--- config.mk ---
export PLATFORM = sky130hd
export DESIGN_NAME = sha256_stream_hash
export DESIGN_NICKNAME = d
export VERILOG_FILES = /design/src/rtl/shs_pkg.sv /design/src/rtl/shs_core.sv /design/src/rtl/sha256_stream_hash.sv
export VERILOG_INCLUDE_DIRS = /design/src /design/src/rtl
export SDC_FILE = /design/constraint.sdc
export NUM_CORES = 2
export LEC_CHECK = 0
export BUFFER_PORTS_ARGS = -buffer_cell sky130_fd_sc_hd__buf_2
export CAP_MARGIN = 10
export CORE_MARGIN = 1.5
export CORE_UTILIZATION = 60
export CTS_BUF_LIST = sky130_fd_sc_hd__clkbuf_4
export CTS_CLUSTER_DIAMETER = 50
export DETAILED_ROUTE_END_ITERATION = 12
export GPL_TIMING_DRIVEN = 1
export PLACE_DENSITY = 0.78
export SLEW_MARGIN = 20
export SYNTH_ARGS = -nofsm -noshare
export SYNTH_HDL_FRONTEND = slang
export SYNTH_HIERARCHICAL = 1
export SYNTH_SLANG_ARGS = --single-unit
--- constraint.sdc ---
create_clock -name clk -period 41.9 [get_ports clk]
set_input_delay 10.475 -clock clk [delete_from_list [all_inputs] [get_ports clk]]
set_output_delay 10.475 -clock clk [all_outputs]
set_load 0.03 [all_outputs]
--- src/rtl/sha256_stream_hash_assert.svh ---
// assertion macros shared by the sha-256 stream hash modules
`ifndef SHA256_STREAM_HASH_ASSERT_SVH
`define SHA256_STREAM_HASH_ASSERT_SVH

`ifndef SYNTHESIS
`define SHS_ASSERT(lbl, prop) \
    lbl: assert property (@(posedge clk) disable iff (!rst_n) prop) \
        else $error("sha256 assertion failed");
`define SHS_ASSERT_NEXT(lbl, ante, cons) \
    lbl: assert property (@(posedge clk) disable iff (!rst_n) (ante) |=> (cons)) \
        else $error("sha256 sequence assertion failed");
`else
`define SHS_ASSERT(lbl, prop)
`define SHS_ASSERT_NEXT(lbl, ante, cons)
`endif

`endif

--- src/rtl/shs_pkg.sv ---
// types, constants and round functions for the sha-256 stream hash
package shs_pkg;

    localparam logic [5:0] LAST_FILL = 6'd63;
    localparam logic [5:0] LEN_POS   = 6'd56;
    localparam logic [7:0] PAD_BYTE  = 8'h80;
    localparam logic [7:0] ZERO_BYTE = 8'h00;

    localparam logic [31:0] ROUND_K [0:63] = '{
        32'h428a2f98, 32'h71374491, 32'hb5c0fbcf, 32'he9b5dba5,
        32'h3956c25b, 32'h59f111f1, 32'h923f82a4, 32'hab1c5ed5,
        32'hd807aa98, 32'h12835b01, 32'h243185be, 32'h550c7dc3,
        32'h72be5d74, 32'h80deb1fe, 32'h9bdc06a7, 32'hc19bf174,
        32'he49b69c1, 32'hefbe4786, 32'h0fc19dc6, 32'h240ca1cc,
        32'h2de92c6f, 32'h4a7484aa, 32'h5cb0a9dc, 32'h76f988da,
        32'h983e5152, 32'ha831c66d, 32'hb00327c8, 32'hbf597fc7,
        32'hc6e00bf3, 32'hd5a79147, 32'h06ca6351, 32'h14292967,
        32'h27b70a85, 32'h2e1b2138, 32'h4d2c6dfc, 32'h53380d13,
        32'h650a7354, 32'h766a0abb, 32'h81c2c92e, 32'h92722c85,
        32'ha2bfe8a1, 32'ha81a664b, 32'hc24b8b70, 32'hc76c51a3,
        32'hd192e819, 32'hd6990624, 32'hf40e3585, 32'h106aa070,
        32'h19a4c116, 32'h1e376c08, 32'h2748774c, 32'h34b0bcb5,
        32'h391c0cb3, 32'h4ed8aa4a, 32'h5b9cca4f, 32'h682e6ff3,
        32'h748f82ee, 32'h78a5636f, 32'h84c87814, 32'h8cc70208,
        32'h90befffa, 32'ha4506ceb, 32'hbef9a3f7, 32'hc67178f2
    };

    localparam logic [31:0] INIT_H [0:7] = '{
        32'h6a09e667, 32'hbb67ae85, 32'h3c6ef372, 32'ha54ff53a,
        32'h510e527f, 32'h9b05688c, 32'h1f83d9ab, 32'h5be0cd19
    };

    typedef struct packed {
        logic        load_word;
        logic [31:0] word;
        logic        start;
        logic        init;
    } shs_ctrl_t;

    typedef struct packed {
        logic busy;
        logic done;
    } shs_stat_t;

    function automatic logic [31:0] big_sigma0(input logic [31:0] x);
        return {x[1:0], x[31:2]} ^ {x[12:0], x[31:13]} ^ {x[21:0], x[31:22]};
    endfunction

    function automatic logic [31:0] big_sigma1(input logic [31:0] x);
        return {x[5:0], x[31:6]} ^ {x[10:0], x[31:11]} ^ {x[24:0], x[31:25]};
    endfunction

    function automatic logic [31:0] small_sigma0(input logic [31:0] x);
        return {x[6:0], x[31:7]} ^ {x[17:0], x[31:18]} ^ {3'b000, x[31:3]};
    endfunction

    function automatic logic [31:0] small_sigma1(input logic [31:0] x);
        return {x[16:0], x[31:17]} ^ {x[18:0], x[31:19]} ^ {10'd0, x[31:10]};
    endfunction

    function automatic logic [31:0] choose(input logic [31:0] e, input logic [31:0] f,
                                           input logic [31:0] g);
        return (e & f) ^ (~e & g);
    endfunction

    function automatic logic [31:0] majority(input logic [31:0] a, input logic [31:0] b,
                                             input logic [31:0] c);
        return (a & b) ^ (a & c) ^ (b & c);
    endfunction

endpackage

--- src/rtl/shs_core.sv ---
// sha-256 compression core: message schedule shift line and one round per cycle
`include "sha256_stream_hash_assert.svh"

module shs_core
    import shs_pkg::*;
(
    input  logic         clk,
    input  logic         rst_n,
    input  shs_ctrl_t    ctrl,
    output shs_stat_t    stat,
    output logic [255:0] hash
);

    logic [31:0] w_reg [0:15];
    logic [31:0] v_reg [0:7];
    logic [31:0] h_reg [0:7];
    logic        run_reg;
    logic [6:0]  cnt_reg;

    logic        rounding;
    logic        finishing;
    logic [31:0] w_new;
    logic [31:0] t1;
    logic [31:0] t2;

    assign rounding  = run_reg && !cnt_reg[6];
    assign finishing = run_reg && cnt_reg[6];

    assign w_new = small_sigma1(w_reg[14]) + w_reg[9] + small_sigma0(w_reg[1]) + w_reg[0];
    assign t1    = v_reg[7] + big_sigma1(v_reg[4]) + choose(v_reg[4], v_reg[5], v_reg[6])
                 + ROUND_K[cnt_reg[5:0]] + w_reg[0];
    assign t2    = big_sigma0(v_reg[0]) + majority(v_reg[0], v_reg[1], v_reg[2]);

    // schedule words enter from the packer or from the expansion
    always_ff @(posedge clk)
    begin
        if (ctrl.load_word || rounding)
        begin
            for (int i = 0; i < 15; i++)
            begin
                w_reg[i] <= w_reg[i + 1];
            end
            w_reg[15] <= rounding ? w_new : ctrl.word;
        end
    end

    // working variables
    always_ff @(posedge clk)
    begin
        if (ctrl.start)
        begin
            for (int i = 0; i < 8; i++)
            begin
                v_reg[i] <= h_reg[i];
            end
        end
        else if (rounding)
        begin
            v_reg[7] <= v_reg[6];
            v_reg[6] <= v_reg[5];
            v_reg[5] <= v_reg[4];
            v_reg[4] <= v_reg[3] + t1;
            v_reg[3] <= v_reg[2];
            v_reg[2] <= v_reg[1];
            v_reg[1] <= v_reg[0];
            v_reg[0] <= t1 + t2;
        end
    end

    always_ff @(posedge clk or negedge rst_n)
    begin
        if (!rst_n)
        begin
            run_reg <= 1'b0;
            cnt_reg <= '0;
            for (int i = 0; i < 8; i++)
            begin
                h_reg[i] <= INIT_H[i];
            end
        end
        else
        begin
            if (ctrl.start)
            begin
                run_reg <= 1'b1;
                cnt_reg <= '0;
            end
            else if (rounding)
            begin
                cnt_reg <= cnt_reg + 7'd1;
            end
            else if (finishing)
            begin
                run_reg <= 1'b0;
                for (int i = 0; i < 8; i++)
                begin
                    h_reg[i] <= h_reg[i] + v_reg[i];
                end
            end
            if (ctrl.init)
            begin
                for (int i = 0; i < 8; i++)
                begin
                    h_reg[i] <= INIT_H[i];
                end
            end
        end
    end

    assign stat.busy = run_reg;
    assign stat.done = finishing;
    assign hash = {h_reg[0], h_reg[1], h_reg[2], h_reg[3],
                   h_reg[4], h_reg[5], h_reg[6], h_reg[7]};

    `SHS_ASSERT(a_start_idle, ctrl.start |-> !run_reg)
    `SHS_ASSERT(a_load_idle, ctrl.load_word |-> !run_reg)
    `SHS_ASSERT_NEXT(a_done_stops, stat.done, !run_reg)
    `SHS_ASSERT(a_cnt_bound, run_reg |-> (cnt_reg <= 7'd64))

endmodule

--- src/rtl/sha256_stream_hash.sv ---
// streaming sha-256: byte packer, padding sequencer and digest output
// usage:
//   input channel (in_valid / in_stall): one word per item with byte_value,
//   has_byte and end_of_message. an item with neither flag does nothing.
//   output channel (out_valid / out_stall): four digest words per message,
//   word_index 0 first, last_word set on word 3.
// timing:
//   the byte that fills a 64-byte block starts a compression (a load step,
//   64 rounds on the shared round unit, a hash update step) during which
//   in_stall is high. an end item is followed by the padding bytes up to
//   byte 56, the eight length bytes, one compression per block (one or
//   two), then the four words.
//   throughput is one byte per cycle between block compressions.
// reset: the hash returns to the initial values and the byte count to zero.
// stalls: while out_stall is high the current digest word holds and no
//   input is taken until all four words have been delivered.

`include "sha256_stream_hash_assert.svh"

module sha256_stream_hash
    import shs_pkg::*;
(
    input  logic        clk,
    input  logic        rst_n,
    input  logic        in_valid,
    output logic        in_stall,
    input  logic [7:0]  byte_value,
    input  logic        has_byte,
    input  logic        end_of_message,
    output logic        out_valid,
    input  logic        out_stall,
    output logic [63:0] digest_word,
    output logic [1:0]  word_index,
    output logic        last_word
);

    localparam logic [2:0] S_IDLE  = 3'd0;
    localparam logic [2:0] S_START = 3'd1;
    localparam logic [2:0] S_COMP  = 3'd2;
    localparam logic [2:0] S_PAD   = 3'd3;
    localparam logic [2:0] S_LEN   = 3'd4;
    localparam logic [2:0] S_OUT   = 3'd5;

    logic [2:0]   state_reg, state_next;
    logic [2:0]   after_reg, after_next;
    logic         first_reg, first_next;
    logic [1:0]   idx_reg, idx_next;
    logic [5:0]   fill_reg, fill_next;
    logic [63:0]  bits_reg, bits_next;
    logic [23:0]  acc_reg;

    logic         push_en;
    logic         push_count;
    logic [7:0]   push_byte;
    logic         digest_done;
    logic [5:0]   len_shift;
    shs_ctrl_t    ctrl;
    shs_stat_t    stat;
    logic [255:0] hash;

    assign len_shift = {~fill_reg[2:0], 3'b000};

    always_comb
    begin
        state_next  = state_reg;
        after_next  = after_reg;
        first_next  = first_reg;
        idx_next    = idx_reg;
        push_en     = 1'b0;
        push_count  = 1'b0;
        push_byte   = byte_value;
        digest_done = 1'b0;
        ctrl.start  = 1'b0;
        case (state_reg)
            S_IDLE:
            begin
                if (in_valid)
                begin
                    first_next = 1'b1;
                    if (has_byte)
                    begin
                        push_en    = 1'b1;
                        push_count = 1'b1;
                    end
                    if (has_byte && fill_reg == LAST_FILL)
                    begin
                        state_next = S_START;
                        after_next = end_of_message ? S_PAD : S_IDLE;
                    end
                    else if (end_of_message)
                    begin
                        state_next = S_PAD;
                    end
                end
            end
            S_START:
            begin
                ctrl.start = 1'b1;
                state_next = S_COMP;
            end
            S_COMP:
            begin
                if (stat.done)
                begin
                    state_next = after_reg;
                end
            end
            S_PAD:
            begin
                if (first_reg || fill_reg != LEN_POS)
                begin
                    push_en    = 1'b1;
                    push_byte  = first_reg ? PAD_BYTE : ZERO_BYTE;
                    first_next = 1'b0;
                    if (fill_reg == LAST_FILL)
                    begin
                        state_next = S_START;
                        after_next = S_PAD;
                    end
                end
                else
                begin
                    state_next = S_LEN;
                end
            end
            S_LEN:
            begin
                push_en   = 1'b1;
                push_byte = 8'(bits_reg >> len_shift);
                if (fill_reg == LAST_FILL)
                begin
                    state_next = S_START;
                    after_next = S_OUT;
                end
            end
            S_OUT:
            begin
                if (!out_stall)
                begin
                    idx_next = idx_reg + 2'd1;
                    if (idx_reg == 2'd3)
                    begin
                        digest_done = 1'b1;
                        state_next  = S_IDLE;
                    end
                end
            end
            default:
            begin
                state_next = S_IDLE;
            end
        endcase
        ctrl.load_word = push_en && (fill_reg[1:0] == 2'b11);
        ctrl.word      = {acc_reg, push_byte};
        ctrl.init      = digest_done;
    end

    assign fill_next = push_en ? fill_reg + 6'd1 : fill_reg;
    assign bits_next = digest_done ? 64'd0 : (push_count ? bits_reg + 64'd8 : bits_reg);

    always_ff @(posedge clk)
    begin
        if (push_en)
        begin
            acc_reg <= {acc_reg[15:0], push_byte};
        end
    end

    always_ff @(posedge clk or negedge rst_n)
    begin
        if (!rst_n)
        begin
            state_reg <= S_IDLE;
            after_reg <= S_IDLE;
            first_reg <= 1'b1;
            idx_reg   <= '0;
            fill_reg  <= '0;
            bits_reg  <= '0;
        end
        else
        begin
            state_reg <= state_next;
            after_reg <= after_next;
            first_reg <= first_next;
            idx_reg   <= idx_next;
            fill_reg  <= fill_next;
            bits_reg  <= bits_next;
        end
    end

    shs_core u_core (
        .clk   (clk),
        .rst_n (rst_n),
        .ctrl  (ctrl),
        .stat  (stat),
        .hash  (hash)
    );

    assign in_stall    = (state_reg != S_IDLE);
    assign out_valid   = (state_reg == S_OUT);
    assign word_index  = idx_reg;
    assign last_word   = (idx_reg == 2'd3);
    assign digest_word = 64'(hash >> {~idx_reg, 6'd0});

    `SHS_ASSERT(a_out_core_idle, (state_reg == S_OUT) |-> !stat.busy)
    `SHS_ASSERT(a_len_fill, (state_reg == S_LEN) |-> (fill_reg >= LEN_POS))
    `SHS_ASSERT_NEXT(a_start_runs, (state_reg == S_START), stat.busy)
    `SHS_ASSERT(a_out_fill_zero, (state_reg == S_OUT) |-> (fill_reg == 6'd0))

endmodule

==> flow_summary.json <==
{
  "fp.dieH_um": 348,
  "drc_errors": 0,
  "pin_count": 83,
  "drtAntennaViolNets": 0,
  "syn2layout_area_growth_pct": 7.93,
  "largest_reg_flops": 512,
  "status": "completed",
  "initial_core_util_pct": 60.4,
  "numCtsBuffers": 320,
  "placed_area_um2": 73100,
  "synth_cells": 6857,
  "rsz0062_at_grt": "false",
  "cts_setup_buffers": 0,
  "drt_wl_total_mm": 221,
  "hpwl_mm": 159,
  "hold-worst-slack_ns": 0.356,
  "slew_headroom_pct": 21.8,
  "placedCellCount": 8209,
  "first_iter_violations": 7054,
  "end_kind": "output pin",
  "h-tree-depth": 5,
  "vias": 56900,
  "std_cell_rows": 126,
  "max_stage_delay_ns": 0.79,
  "fin_setup_tns_ns": 0,
  "drtPass1Iterations": 8,
  "cts_resized": 0,
  "finalNetCount": 7598,
  "first_global_vias": 54700,
  "drive_above_1_share_pct": 13.2,
  "grt_max_degree": 186,
  "drt-wirelength-per-cell_um": 25.2,
  "crit_chain": "buf_4 > mux4_2 > buf_2",
  "cts.path.max_buffers": 4,
  "cts_tree": "done",
  "path_class": "reg2out",
  "fp.dieW_um": 348,
  "worstMarginPinSlew_ns": 1.16,
  "dieArea_um2": 121000,
  "drv_cap": 0,
  "hold_buffers": 0,
  "finalHoldViolCount": 0,
  "fmax_ghz": 0.0703,
  "ys_warn_count": 6,
  "cpMaxStageDelayCell": "buf_4",
  "coreArea_um2": 118000,
  "critPathRequiredTime_ns": 31.43,
  "setup-violations-final": 0,
  "cts-root-buf": "clkbuf_4",
  "min_period_ns": 14.23,
  "finClkSkew_ns": 0.142,
  "fin_crit_sh_pct": 34.0,
  "grt_first_pass_wirelength_mm": 330,
  "syn_area_per_cell_um2": 10.4,
  "synth_nets": 7460,
  "fin_cells": 8768,
  "grtUsageTotal_pct": 36.3,
  "clock-sinks": 1132,
  "fillCellCount": 9223,
  "cp-start-kind": "register",
  "stdcell_area_um2": 77000,
  "vias_per_cell": 6.49,
  "arrival_ns": 3.75,
  "antenna_found_initial": 7,
  "gp_congestion": 1.01,
  "path_clk_slew_ns": 0.06,
  "cp_max_fo": 44,
  "grt_overflow": 0,
  "hold_path.class": "reg2reg",
  "syn_area_um2": 71400,
  "drv_slew": 0,
  "clk_latency_ns": 1.36,
  "io_buffers": 82
}
## critical path, delay by kind of cell (launching register included)
| kind | cells | cell delay, ns |
|---|---|---|
| mux | 1 | 0.69 |
| buf+inv | 2 | 1.00 |
| flops | 1 | 0.71 |
## cell usage in the layout, fill, tap and decap left out, drive strengths merged, types with 203 or more instances in the layout
master / n
nand2: 1144
edfxtp: 792
a21oi: 512
clkbuf: 476
o21ai: 401
ha: 394
xnor2: 385
nor2: 321
inv: 277
dfrtp: 203
## metrics by stage
| step | setup slack (ns) | util, % |
|---|---|---|
| 2_1_floorplan | 16.23 | - |
| 3_3_place_gp | 27.48 | 61.9 |
| 3_5_place_dp | 27.41 | 61.9 |
| 4_1_cts | 27.54 | 65.2 |
| 5_1_grt | 27.43 | 65.2 |
| 6_report | 27.67 | 65.2 |
## metal layers
layer / vias to the layer above / GRT usage [%] / part of all wire, %
met4: 4 / 20.2 / 5.9
li1: 25300 / - / -
met5: - / 0 / 0.012
met1: 27600 / 48.1 / 39
met3: 669 / 6.59 / 9.6
met2: 3301 / 56.8 / 46
## area by class of cell
| type | instances | area, um2 | share of cell area (%) |
|---|---|---|---|
| diodes | 9 | 22.5 | 0.0292 |
| clock buffers | 476 | 3570 | 4.64 |
| clock inverters | 74 | 335 | 0.435 |
| inverters | 274 | 1040 | 1.35 |
| multi-input cells | 5122 | 36700 | 47.6 |
| flip-flops and latches | 1132 | 32500 | 42.2 |
| well taps | 1536 | 1920 | 2.49 |
| repair buffers | 145 | 968 | 1.26 |
## final timing paths
check,to,cells after the start,startpoint,slack [ns]
max,digest_word[19],3,word_index[0],27.67
min,u_core/w_reg[1][202],0,u_core/w_reg[1][234],0.36
max reg2reg,u_core/v_reg[0][30],29,u_core/cnt_reg[3],31.14
min reg2reg,u_core/w_reg[1][202],0,u_core/w_reg[1][234],0.36
max in group asynchronous,u_core/hash[83],4,rst_n,29.91
min in group asynchronous,u_core/hash[193],1,rst_n,9.20
Power is left out: the tool's default activity adds up to more than one toggle a clock period on the data nets, which glitch-free logic cannot reach.
